**src/hdl/fpr_pkg.sv**
```systemverilog
`default_nettype none

package fpr_pkg;

  localparam int unsigned BYTE_W     = 8;
  localparam int unsigned FRAME_LEN  = 10;
  localparam int unsigned STORED_LEN = 9;
  localparam int unsigned BODY_LEN   = 8;   // frame bytes 1..8 carried out with a result
  localparam int unsigned POS_W      = 4;
  localparam int unsigned BODY_IDX_W = 3;
  localparam int unsigned CFG_IDX_W  = 2;

  localparam logic [POS_W-1:0]  LAST_POS     = POS_W'(FRAME_LEN - 1);
  localparam logic [BYTE_W-1:0] CSUM_ADJUST  = 8'h01;

  localparam logic [BYTE_W-1:0] STATION_RST   = 8'd2;
  localparam logic [BYTE_W-1:0] START_RST     = 8'd2;
  localparam logic [BYTE_W-1:0] BROADCAST_RST = 8'd255;

  typedef enum logic [CFG_IDX_W-1:0] {
    REG_STATION   = 2'd0,
    REG_START     = 2'd1,
    REG_BROADCAST = 2'd2
  } cfg_reg_t;

  typedef struct packed {
    logic [BYTE_W-1:0] station_address;
    logic [BYTE_W-1:0] start_byte;
    logic [BYTE_W-1:0] broadcast_address;
  } cfg_t;

  typedef struct packed {
    logic [BYTE_W-1:0] frame_address;
    logic [BYTE_W-1:0] command;
    logic [BYTE_W-1:0] frame_rate;
    logic [BYTE_W-1:0] packet_seq;
    logic [BYTE_W-1:0] data_zero;
    logic [BYTE_W-1:0] data_one;
    logic [BYTE_W-1:0] data_two;
    logic [BYTE_W-1:0] data_three;
    logic              is_broadcast;
  } frame_t;

endpackage

`default_nettype wire

```
**src/hdl/fpr_assembler.sv**
```systemverilog
`default_nettype none

module fpr_assembler (
  input  wire logic                      clk,
  input  wire logic                      rst,
  input  wire logic                      byte_take,
  input  wire logic [fpr_pkg::BYTE_W-1:0] rx_byte,
  input  wire fpr_pkg::cfg_t             cfg,
  output logic                           at_last,
  output logic                           frame_hit,
  output fpr_pkg::frame_t                frame
);
  import fpr_pkg::*;

  logic [POS_W-1:0]      pos;
  logic [POS_W-1:0]      pos_eff;
  logic [POS_W-1:0]      pos_next;
  logic [BYTE_W-1:0]     byte0;
  logic [BYTE_W-1:0]     byte0_cur;
  logic [BYTE_W-1:0]     sum;
  logic [BYTE_W-1:0]     csum;
  logic [BYTE_W-1:0]     body [BODY_LEN];
  logic [BODY_IDX_W-1:0] wr_idx;
  logic                  in_sync;
  logic                  addr_ok;

  // positions past the end cannot arise, but treat them as the start of a frame
  assign pos_eff   = (pos > LAST_POS) ? '0 : pos;
  assign byte0_cur = (pos_eff == '0) ? rx_byte : byte0;
  assign in_sync   = (byte0_cur == cfg.start_byte);
  assign at_last   = (pos_eff == LAST_POS);
  assign wr_idx    = BODY_IDX_W'(pos_eff - POS_W'(1));

  // the checksum avoids the start byte by stepping one below it
  assign csum    = (sum == cfg.start_byte) ? sum - CSUM_ADJUST : sum;
  assign addr_ok = (body[0] == cfg.station_address) || (body[0] == cfg.broadcast_address);

  always_comb begin
    if (!in_sync || at_last) begin
      pos_next = '0;
    end else begin
      pos_next = pos_eff + POS_W'(1);
    end
  end

  assign frame_hit = byte_take && in_sync && at_last && (csum == rx_byte) && addr_ok;

  always_ff @(posedge clk) begin
    if (rst) begin
      pos <= '0;
    end else if (byte_take) begin
      pos <= pos_next;
    end
  end

  // store every word before the sync check, as a resync still overwrites the slot
  always_ff @(posedge clk) begin
    if (byte_take) begin
      if (pos_eff == '0) begin
        byte0 <= rx_byte;
        sum   <= rx_byte;
      end else if (!at_last) begin
        body[wr_idx] <= rx_byte;
        sum          <= sum + rx_byte;
      end
    end
  end

  always_comb begin
    frame.frame_address = body[0];
    frame.command       = body[1];
    frame.frame_rate    = body[2];
    frame.packet_seq    = body[3];
    frame.data_zero     = body[4];
    frame.data_one      = body[5];
    frame.data_two      = body[6];
    frame.data_three    = body[7];
    frame.is_broadcast  = (body[0] != cfg.station_address);
  end

endmodule

`default_nettype wire

```
**src/hdl/framed_packet_receiver_core.sv**
```systemverilog
`default_nettype none

// A frame appears on the output in the cycle after its checksum word is taken.
// Throughput: one received word per cycle, sustained; the checksum word alone
// waits while a previous frame still sits unread in the output register.
// Reset (rst, synchronous): frame position to zero, output empty, registers to
// station 2, start byte 2, broadcast 255. Configuration writes are always ready.
module framed_packet_receiver_core (
  input  wire logic                         clk,
  input  wire logic                         rst,
  input  wire logic                         cfg_valid,
  output logic                              cfg_ready,
  input  wire logic [fpr_pkg::CFG_IDX_W-1:0] cfg_index,
  input  wire logic [fpr_pkg::BYTE_W-1:0]    cfg_data,
  input  wire logic                         in_valid,
  output logic                              in_stall,
  input  wire logic [fpr_pkg::BYTE_W-1:0]    rx_byte,
  output logic                              out_valid,
  input  wire logic                         out_stall,
  output logic [fpr_pkg::BYTE_W-1:0]         frame_address,
  output logic [fpr_pkg::BYTE_W-1:0]         command,
  output logic [fpr_pkg::BYTE_W-1:0]         frame_rate,
  output logic [fpr_pkg::BYTE_W-1:0]         packet_seq,
  output logic [fpr_pkg::BYTE_W-1:0]         data_zero,
  output logic [fpr_pkg::BYTE_W-1:0]         data_one,
  output logic [fpr_pkg::BYTE_W-1:0]         data_two,
  output logic [fpr_pkg::BYTE_W-1:0]         data_three,
  output logic                              is_broadcast
);
  import fpr_pkg::*;

  cfg_t   cfg;
  frame_t frame;
  frame_t out_frame;
  logic   byte_take;
  logic   at_last;
  logic   frame_hit;

  assign cfg_ready = 1'b1;

  always_ff @(posedge clk) begin
    if (rst) begin
      cfg.station_address   <= STATION_RST;
      cfg.start_byte        <= START_RST;
      cfg.broadcast_address <= BROADCAST_RST;
    end else if (cfg_valid && cfg_ready) begin
      case (cfg_index)
        REG_STATION:   cfg.station_address   <= cfg_data;
        REG_START:     cfg.start_byte        <= cfg_data;
        REG_BROADCAST: cfg.broadcast_address <= cfg_data;
        default: ;
      endcase
    end
  end

  // hold the checksum word only while a finished frame is still blocked
  assign in_stall  = at_last && out_valid && out_stall;
  assign byte_take = in_valid && !in_stall;

  fpr_assembler u_asm (
    .clk       (clk),
    .rst       (rst),
    .byte_take (byte_take),
    .rx_byte   (rx_byte),
    .cfg       (cfg),
    .at_last   (at_last),
    .frame_hit (frame_hit),
    .frame     (frame)
  );

  always_ff @(posedge clk) begin
    if (rst) begin
      out_valid <= 1'b0;
    end else if (frame_hit) begin
      out_valid <= 1'b1;
    end else if (!out_stall) begin
      out_valid <= 1'b0;
    end
  end

  always_ff @(posedge clk) begin
    if (frame_hit) begin
      out_frame <= frame;
    end
  end

  assign frame_address = out_frame.frame_address;
  assign command       = out_frame.command;
  assign frame_rate    = out_frame.frame_rate;
  assign packet_seq    = out_frame.packet_seq;
  assign data_zero     = out_frame.data_zero;
  assign data_one      = out_frame.data_one;
  assign data_two      = out_frame.data_two;
  assign data_three    = out_frame.data_three;
  assign is_broadcast  = out_frame.is_broadcast;

endmodule

`default_nettype wire

```
**config.mk**
```make
export PLATFORM = sky130hd
export DESIGN_NAME = framed_packet_receiver_core
export DESIGN_NICKNAME = d
export VERILOG_FILES = /design/src/hdl/fpr_pkg.sv /design/src/hdl/fpr_assembler.sv /design/src/hdl/framed_packet_receiver_core.sv
export SDC_FILE = /design/constraint.sdc
export NUM_CORES = 1
export LEC_CHECK = 0
export ABC_AREA = 0
export BUFFER_PORTS_ARGS = -buffer_cell sky130_fd_sc_hd__buf_2
export CAP_MARGIN = 0
export CORE_ASPECT_RATIO = 1.25
export CORE_MARGIN = 10
export CORE_UTILIZATION = 51
export CTS_CLUSTER_DIAMETER = 30
export DETAILED_ROUTE_END_ITERATION = 12
export HOLD_SLACK_MARGIN = 0.02
export PLACE_DENSITY = 0.77
export RECOVER_POWER = 25
export SLEW_MARGIN = 20
export SYNTH_ARGS = -nofsm -noshare
export SYNTH_HDL_FRONTEND = slang
export SYNTH_SLANG_ARGS = --single-unit
```
**constraint.sdc**
```tcl
create_clock -name clk -period 5.8 [get_ports clk]
set_input_delay 0.58 -clock clk [delete_from_list [all_inputs] [get_ports clk]]
set_output_delay 0.58 -clock clk [all_outputs]
set_load 0.02 [all_outputs]
```
==> results.py, run 1 <==
metrics = {
    "status": {
        "status": "finished clean",
    },
    "synthesis": {
        "syn_area_um2": 6810,
        "synth_area_leaders": "edfxtp_1, dfxtp_1, xor2_1",
        "ys.flop_type": "edfxtp_1",
        "synthDistinctLibCells": 56,
        "synth_seq_area_share_pct": 72.4,
        "netlist.area_leader.share_pct": 63.9,
        "yosysWarnings": 0,
        "syn_avg_cell_area_um2": 14.7,
        "async_flop_share_pct": 0,
        "syn_nets": 499,
        "synth_top_cell_by_area": "edfxtp_1",
        "synth_edf_count": 145,
        "synth_seq_cells": 174,
        "syn_inst": 464,
    },
    "place": {
        "hpwlAfterDp_um": 10200,
        "dp_cells": 713,
        "port_buffers": 89,
        "gp_congestion": 0.936,
        "pre_cts_ws_ns": 2.22,
    },
    "clock_tree": {
        "clockBufferDepth": 2,
        "clk_pin_slew_ns": 0.07,
        "h-tree-depth": 4,
        "ctsResizeCount": 0,
        "cts.sinks": 174,
        "cts_buffers": 17,
        "cts_root_buf": "clkbuf_16",
        "postCtsSetupBuffers": 0,
        "cts_tree": "yes",
        "cts_hold_buf": 0,
        "clkLatencyLatePin_ns": 0.42,
    },
    "routing": {
        "vias": 4029,
        "drtIter0Drc": 434,
        "dr.pass1.iters": 6,
        "avgViaCountPerCell": 5.41,
        "wl_per_cell_um": 19.8,
        "wl_met1_um": 5340,
        "wl_met2_um": 7650,
        "drt-total-wl_um": 14800,
        "drc": 0,
        "wl_met3_um": 1500,
        "drtAntennaViolNets": 0,
        "highest_layer": "met5",
    },
    "sta": {
        "maxSlewViolCount": 0,
        "setup_viol": 0,
        "final_hold_viol_count": 0,
        "fmax_mhz": 275,
        "rsz0062_at_grt": "false",
        "fin_crit_sh_pct": 62.6,
        "slew_headroom_pct": 40.0,
        "fin_worst_skew_ns": 0.00983,
        "fin_setup_tns_ns": 0,
        "worstMarginPinSlew_ns": 0.897,
        "period_needed_ns": 3.63,
        "worst_slack_ns": 2.17,
    },
    "critical_path": {
        "worst_r2r_path_depth": 10,
        "worst-setup-path-type": "flop to flop",
        "crit_required_ns": 5.84,
        "r2r_start": "u_asm.pos[2]",
        "arrival_ns": 3.68,
        "end_kind": "flop",
        "start_kind": "flop",
        "reg2reg_slack_ns": 2.17,
        "crit_fanout": 65,
        "rr_endpoint": "packet_seq[5]",
    },
    "global_routing": {
        "grt_pass1_vias": 4082,
        "grt_antenna_before_repair": 1,
        "grt_max_degree": 66,
        "overflow": 0,
        "grt_pass1_wl_um": 22600,
        "grt_use_total_pct": 16.1,
    },
    "finish": {
        "regMostFlops": "u_asm.body",
        "nNetsFinal": 596,
        "nFillCells": 962,
        "seq_area_um2": 4930,
        "area_growth_pct": 17.8,
        "stdcell_count": 745,
        "layout-drive-gt1-share_pct": 22.5,
        "largest_reg_flops": 64,
        "top_regs": "u_asm.body: 64 flops, cfg: 24 flops",
        "multi_input_comb_area_um2": 1760,
        "antenna_cells": 0,
    },
    "floorplanning": {
        "coreArea_um2": 13200,
        "start_util_pct": 51.7,
        "die_h_um": 149,
        "die_x_um": 123,
        "rows": 47,
        "dieArea_um2": 18400,
        "pin_count": 91,
    },
    "job": {
        "max_cap_viol_count": 0,
    },
    "worst_hold_path": {
        "hp-start": "u_asm.body[4][3]",
        "hp-class": "flop to flop",
        "hold-path-cell-count": 0,
        "hold_end": "data_zero[3]",
    },
    "pwr": {
        "p_leak_nw": 3.00,
        "vdd_drop_max_uv": 158,
        "power.density_nw_per_um2": 320,
    },
}
-- layout by cell type, fill, tap and decap left out, types with 3 or more instances in the layout --
cell type,count
mux2i_1,22
a21oi_1,9
ha_1,11
nand3b_1,4
nand2_1,49
inv_8,4
nor3_2,4
xnor2_1,16
dfxtp_1,29
nor3_1,3
edfxtp_1,145
inv_1,22
nor4_1,5
nand3_1,16
nor2_1,26
inv_6,4
clkbuf_1,6
a21o_1,3
o21ai_0,11
clkbuf_16,17
buf_2,84
xor2_1,35
-- how the worst max path moves through the flow --
stage	start	slack, ns	depth (start not counted)	to
global route	u_asm.pos[2]	1.91	10	packet_seq[5]
finish	u_asm.pos[2]	2.17	10	packet_seq[5]
floorplan	u_asm.sum[3]	1.22	8	command[0]
detailed placement	u_asm.pos[2]	2.22	10	command[3]
global placement	u_asm.pos[2]	2.38	10	data_zero[5]
CTS	u_asm.pos[2]	2.20	10	frame_address[1]
-- where the power goes --
part	switching (mW)	internal, mW
logic	0.0703	0.0442
clock network	0.508	0.573
registers	0.0153	1.36
total	0.593	1.98
-- layer usage --
layer  GRT usage (%)  vias to the layer above
met3            5.15                       28
li1                -                     1879
met5               0                        -
met4            5.31                        2
met1            17.9                     1919
met2            28.4                      201
-- worst max-delay path: stages (launching register included) --
cell and delay (ns):
dfxtp_1 0.42, o21ai_0 0.12, nand2_1 0.13, ha_1 0.26
nand3b_1 0.47, mux2i_1 0.39, xnor2_1 0.11, a221oi_1 0.21
o2111ai_1 0.21, nor4_4 0.24, buf_4 0.66
-- stage by stage --
step	utilization [%]	instance area, um2	total power [mW]	hold slack [ns]
floorplan	-	6820	1.47	0.400
global placement	56.4	7440	1.51	0.401
detailed placement	56.4	7440	1.51	0.405
CTS	60.8	8010	2.59	0.401
global route	60.9	8020	2.65	0.423
finish	60.9	8020	2.57	0.413
-- cells by family after synthesis --
family / after synthesis / synth area share [%]
compound gates: 41 / 4.00
buf+inv: 35 / 2.11
mux: 23 / 3.40
other cells: 1 / 0.0550
xor+xnor: 51 / 6.56
fa+ha+maj: 12 / 2.31
flops: 174 / 72.4
simple gates: 127 / 9.14
-- area by class of cell --
class / instances / share of cell area (%)
clock inverter: 14 / 1.81
clock buffer: 18 / 5.35
multi-input combinational: 255 / 22.0
inverter: 22 / 1.03
tap: 171 / 2.67
timing repair buffer: 91 / 5.66
sequential: 174 / 61.5
-- synthesized netlist by cell type, drive strengths merged, types with 2 or more instances --
cell type,number
xnor2,16
nand3b,4
and2,2
dfxtp,29
inv,22
o21bai,2
nor3b,2
nor4,8
nand3,17
a21oi,9
clkbuf,9
a21o,3
mux2i,22
nand2,49
edfxtp,145
buf,4
ha,11
or4,2
nor2,27
nor3,7
xor2,35
a221oi,2
o21ai,11
No activity file was read; power rests on OpenSTA's default activity.
==> inputs of run 2 (changes only) <==
- CORE_UTILIZATION: 51 -> 57
- PLACE_DENSITY: 0.77 -> 0.81
- clock period: 5.8 -> 3.65 ns (I/O delays scaled with it)
==> results.py, run 2 (synthesis results as in run 1) <==
metrics = {
    "finish": {
        "top_regs": "u_asm.body: 64 flops, cfg: 24 flops",
        "stdcell_count": 740,
        "nFillCells": 836,
        "regMostFlops": "u_asm.body",
        "final_common_cell": "edfxtp_1",
        "area_growth_pct": 18.0,
        "layout-drive-gt1-share_pct": 22.1,
        "nNetsFinal": 601,
        "final_util_pct": 68.9,
        "largest_reg_flops": 64,
        "seq_area_um2": 4930,
        "layout_common_cells": "edfxtp_1, buf_2, nand2_1",
        "antenna_cells": 0,
        "multi_input_comb_area_um2": 1750,
    },
    "status": {
        "status": "finished clean",
    },
    "global_routing": {
        "grt_pass1_vias": 3986,
        "grt_pass1_wl_um": 22200,
        "grt_use_total_pct": 17.1,
        "grt_antenna_before_repair": 0,
        "overflow": 0,
        "grt_max_degree": 66,
    },
    "clock_tree": {
        "clkLatencyLatePin_ns": 0.42,
        "cts_hold_buf": 0,
        "cts_buffers": 17,
        "postCtsSetupBuffers": 0,
        "clk_pin_slew_ns": 0.07,
        "clockBufferDepth": 2,
        "ctsResizeCount": 0,
        "cts.sinks": 174,
        "cts_tree": "yes",
        "cts_root_buf": "clkbuf_16",
        "h-tree-depth": 4,
    },
    "floorplanning": {
        "pin_count": 91,
        "start_util_pct": 58.4,
        "rows": 44,
        "die_x_um": 118,
        "coreArea_um2": 11700,
        "die_h_um": 142,
        "dieArea_um2": 16800,
    },
    "critical_path": {
        "end_kind": "flop",
        "crit_required_ns": 3.74,
        "rr_endpoint": "data_zero[1]",
        "arrival_ns": 3.22,
        "worstPathCellList": "xor2_1 > nor4_2 > nand3_2 > mux2_2 > o211ai_1 > o21ai_0 > nor4_4 > buf_12",
        "cpPeakStageDelay_ns": 0.53,
        "crit_buf_inv": 1,
        "reg2reg_slack_ns": 0.51,
        "crit_family": "simple AND/OR/NAND/NOR gates",
        "r2r_start": "u_asm.sum[4]",
        "worst-setup-path-type": "flop to flop",
        "worst_r2r_path_depth": 8,
        "cp_slowest_cell": "edfxtp_1",
        "crit_fanout": 65,
        "start_kind": "flop",
    },
    "sta": {
        "worstMarginPinSlew_ns": 0.959,
        "setup_viol": 0,
        "fin_setup_tns_ns": 0,
        "fin_worst_skew_ns": 0.00889,
        "slew_headroom_pct": 36.1,
        "worst_slack_ns": 0.513,
        "final_hold_viol_count": 0,
        "fin_crit_sh_pct": 86.0,
        "fmax_mhz": 319,
        "period_needed_ns": 3.14,
        "maxSlewViolCount": 0,
        "rsz0062_at_grt": "false",
    },
    "worst_hold_path": {
        "hold-path-cell-count": 3,
        "hp-class": "primary input to flop",
        "hold_end": "cfg[3]",
        "hp-start": "cfg_data[3]",
    },
    "job": {
        "max_cap_viol_count": 0,
    },
    "place": {
        "port_buffers": 89,
        "dp_cells": 708,
        "gp_congestion": 0.900,
        "hpwlAfterDp_um": 9710,
        "pre_cts_ws_ns": 0.605,
    },
    "routing": {
        "avgViaCountPerCell": 5.39,
        "drt-total-wl_um": 14100,
        "drtIter0Drc": 367,
        "dr.pass1.iters": 5,
        "drc": 0,
        "vias": 3986,
        "drtAntennaViolNets": 0,
        "wl_per_cell_um": 19.1,
    },
    "pwr": {
        "vdd_drop_max_uv": 325,
        "p_leak_nw": 3.01,
        "power.density_nw_per_um2": 508,
    },
}
run 2: cell count changes in the layout (fill, tap and decap cells not counted), sizes merged:
cell / delta
clkbuf: +3
buf: +2
run 2: tightest hold or removal path, cell delays in order:
cell and delay (ns):
buf_2 0.11, nand2_1 0.05, nand3_1 0.07
run 2: stage by stage:
| stage | hold WS (ns) | power [mW] | cell area, um2 |
|---|---|---|---|
| finish | 0.203 | 4.08 | 8040 |
| global placement | 0.401 | 2.40 | 7480 |
| global route | 0.213 | 4.21 | 8040 |
| floorplan | 0.400 | 2.34 | 6840 |
| detailed placement | 0.405 | 2.41 | 7480 |
| CTS | 0.184 | 4.11 | 8050 |
run 2: area by class of cell:
class / count / share of cell area (%)
clock inverters: 14 / 1.80
repair buffers: 96 / 6.22
well taps: 161 / 2.51
inverters: 22 / 1.03
multi-input cells: 255 / 21.7
flip-flops and latches: 174 / 61.4
clock buffers: 18 / 5.34
run 2: metal layers:
metal,vias up,share of wire (%),global-route usage (%)
li1,1894,-,-
met1,1900,41,20.4
met2,165,49,28.4
met3,27,6.8,5.08
met4,0,2.7,7.63
met5,-,0,0
run 2: worst max-delay path by stage:
| stage | startpoint | end | slack, ns | depth (start not counted) |
|---|---|---|---|---|
| after global routing | u_asm.pos[2] | data_zero[7] | 0.30 | 10 |
| after floorplan | u_asm.sum[4] | command[0] | -0.85 | 8 |
| final | u_asm.sum[4] | data_zero[1] | 0.51 | 8 |
| after global placement | u_asm.sum[4] | frame_rate[4] | 0.67 | 8 |
| after CTS | u_asm.sum[4] | data_zero[1] | 0.58 | 8 |
| after detailed placement | u_asm.sum[4] | frame_rate[4] | 0.60 | 8 |
run 2: where the power goes:
| group | switching, mW | total [mW] | internal, mW | leakage (nW) |
|---|---|---|---|---|
| clock | 0.810 | 1.72 | 0.910 | 0.275 |
| sequential | 0.0243 | 2.18 | 2.16 | 1.55 |
| combinational | 0.112 | 0.182 | 0.0699 | 1.19 |
| total | 0.946 | 4.08 | 3.14 | 3.01 |
==> inputs of run 3 (changes only) <==
- CELL_PAD_IN_SITES_DETAIL_PLACEMENT: unset -> 1
- CELL_PAD_IN_SITES_GLOBAL_PLACEMENT: unset -> 1
- CORE_UTILIZATION: 57 -> 51
- PLACE_DENSITY: 0.81 -> 0.86
- clock period: 3.65 -> 3.8 ns (I/O delays scaled with it)
==> results.py, run 3 (synthesis results as in run 1) <==
metrics = {
    "floorplanning": {
        "die_x_um": 123,
        "start_util_pct": 51.7,
        "rows": 47,
        "coreArea_um2": 13200,
        "dieArea_um2": 18400,
        "pin_count": 91,
        "die_h_um": 149,
    },
    "critical_path": {
        "r2r_start": "u_asm.pos[1]",
        "arrival_ns": 3.40,
        "worstPathCellList": "o21ai_0 > nand2_1 > ha_1 > nand3b_1 > mux2i_1 > xnor2_1 > a221oi_1 > o2111ai_1 > nor4_4 > buf_12",
        "end_kind": "flop",
        "crit_required_ns": 3.89,
        "crit_family": "compound AO/OA/AOI/OAI gates",
        "crit_fanout": 65,
        "reg2reg_slack_ns": 0.49,
        "worst-setup-path-type": "flop to flop",
        "crit_buf_inv": 1,
        "start_kind": "flop",
        "cp_slowest_cell": "buf_12",
        "cpPeakStageDelay_ns": 0.36,
        "rr_endpoint": "frame_rate[4]",
        "worst_r2r_path_depth": 10,
    },
    "routing": {
        "dr.pass1.iters": 6,
        "avgViaCountPerCell": 5.66,
        "drc": 0,
        "drtIter0Drc": 414,
        "drt-total-wl_um": 18800,
        "wl_per_cell_um": 25.0,
        "vias": 4257,
        "drtAntennaViolNets": 0,
    },
    "worst_hold_path": {
        "hp-class": "primary input to flop",
        "hold-path-cell-count": 3,
        "hold_end": "cfg[0]",
        "hp-start": "cfg_data[0]",
    },
    "place": {
        "dp_cells": 717,
        "gp_congestion": 0.940,
        "hpwlAfterDp_um": 11900,
        "port_buffers": 89,
    },
    "finish": {
        "stdcell_count": 752,
        "seq_area_um2": 4930,
        "final_common_cell": "edfxtp_1",
        "nFillCells": 1283,
        "nNetsFinal": 604,
        "antenna_cells": 0,
        "layout-drive-gt1-share_pct": 22.5,
        "top_regs": "u_asm.body: 64 flops, cfg: 24 flops",
        "multi_input_comb_area_um2": 1750,
        "area_growth_pct": 18.5,
        "layout_common_cells": "edfxtp_1, buf_2, nand2_1",
        "regMostFlops": "u_asm.body",
        "largest_reg_flops": 64,
    },
    "sta": {
        "worstMarginPinSlew_ns": 0.958,
        "setup_viol": 0,
        "final_hold_viol_count": 0,
        "fin_worst_skew_ns": 0.0131,
        "fin_crit_sh_pct": 87.1,
        "timing.hold.ws_ns": 0.201,
        "maxSlewViolCount": 0,
        "period_needed_ns": 3.31,
        "slew_headroom_pct": 36.1,
        "fmax_mhz": 302,
        "rsz0062_at_grt": "false",
    },
    "pwr": {
        "vdd_drop_max_uv": 292,
        "p_leak_nw": 3.03,
        "fin_total_pwr_mw": 3.99,
        "power.density_nw_per_um2": 494,
    },
    "global_routing": {
        "grt_pass1_vias": 4551,
        "grt_max_degree": 66,
        "grt_pass1_wl_um": 28000,
        "grt_antenna_before_repair": 0,
        "overflow": 0,
        "grt_use_total_pct": 20.7,
    },
    "status": {
        "status": "finished clean",
    },
    "clock_tree": {
        "clkLatencyLatePin_ns": 0.43,
        "clockBufferDepth": 2,
        "clk_pin_slew_ns": 0.07,
        "cts_hold_buf": 0,
        "cts_root_buf": "clkbuf_16",
        "cts_tree": "yes",
        "h-tree-depth": 4,
        "cts.sinks": 174,
        "cts_buffers": 17,
    },
    "job": {
        "max_cap_viol_count": 0,
    },
}
[run 3: changes by cell type in the layout (fill, tap and decap cells not counted), sizes merged]
cell      delta
buf          +3
clkbuf       -1
clkinv       +1
clkinvlp     -1
[run 3: worst min-delay path, delay by kind of cell]
family,cells,cell delay [ns]
buffers and inverters,1,0.11
AND/OR/NAND/NOR,2,0.11
[run 3: power breakdown]
part | switching, mW | total, mW | internal, mW
Combinational | 0.117 | 0.185 | 0.0676
Sequential | 0.0264 | 2.10 | 2.07
Clock | 0.831 | 1.70 | 0.874
Total | 0.975 | 3.99 | 3.01
[run 3: metal layers]
layer	GRT usage, %	vias up	wire length (um)	part of all wire [%]
li1	-	1894	-	-
met1	24.1	2098	7150	38
met2	36.3	225	9810	52
met3	4.39	40	1360	7.2
met4	8.11	0	505	2.7
met5	0	-	0	0
[run 3: cell type report]
| type | count | share of cell area, % |
|---|---|---|
| Clock buffer | 17 | 5.27 |
| Clock inverter | 14 | 1.81 |
| Multi-Input combinational cell | 255 | 21.6 |
| Timing Repair Buffer | 99 | 6.48 |
| Inverter | 22 | 1.02 |
| Sequential cell | 174 | 61.1 |
| Tap cell | 171 | 2.65 |
[run 3: worst max path at each step]
stage / from / to / slack, ns / cells past startpoint
6_report: u_asm.pos[1] / frame_rate[4] / 0.49 / 10
5_1_grt: u_asm.pos[2] / frame_rate[4] / 0.25 / 10
4_1_cts: u_asm.pos[2] / frame_rate[4] / 0.36 / 10
3_5_place_dp: u_asm.pos[2] / packet_seq[5] / 0.39 / 10
3_3_place_gp: u_asm.pos[2] / data_two[5] / 0.70 / 10
2_1_floorplan: u_asm.sum[4] / command[0] / -0.70 / 8
[run 3: through the flow]
step | setup TNS (ns) | instance area (um2) | utilization [%] | setup WS (ns)
finish | 0 | 8070 | 61.3 | 0.490
global route | 0 | 8070 | 61.3 | 0.245
CTS | 0 | 8050 | 61.1 | 0.356
detailed placement | 0 | 7480 | 56.8 | 0.392
global placement | 0 | 7480 | 56.8 | 0.700
floorplan | -45.73 | 6840 | - | -0.704
[run 3: repair_timing]
| action | in CTS | in global routing |
|---|---|---|
| buffers inserted | 0 | 4 |
| resized for setup | 0 | 0 |
| endpoints found under the setup margin | 0 | 54 |
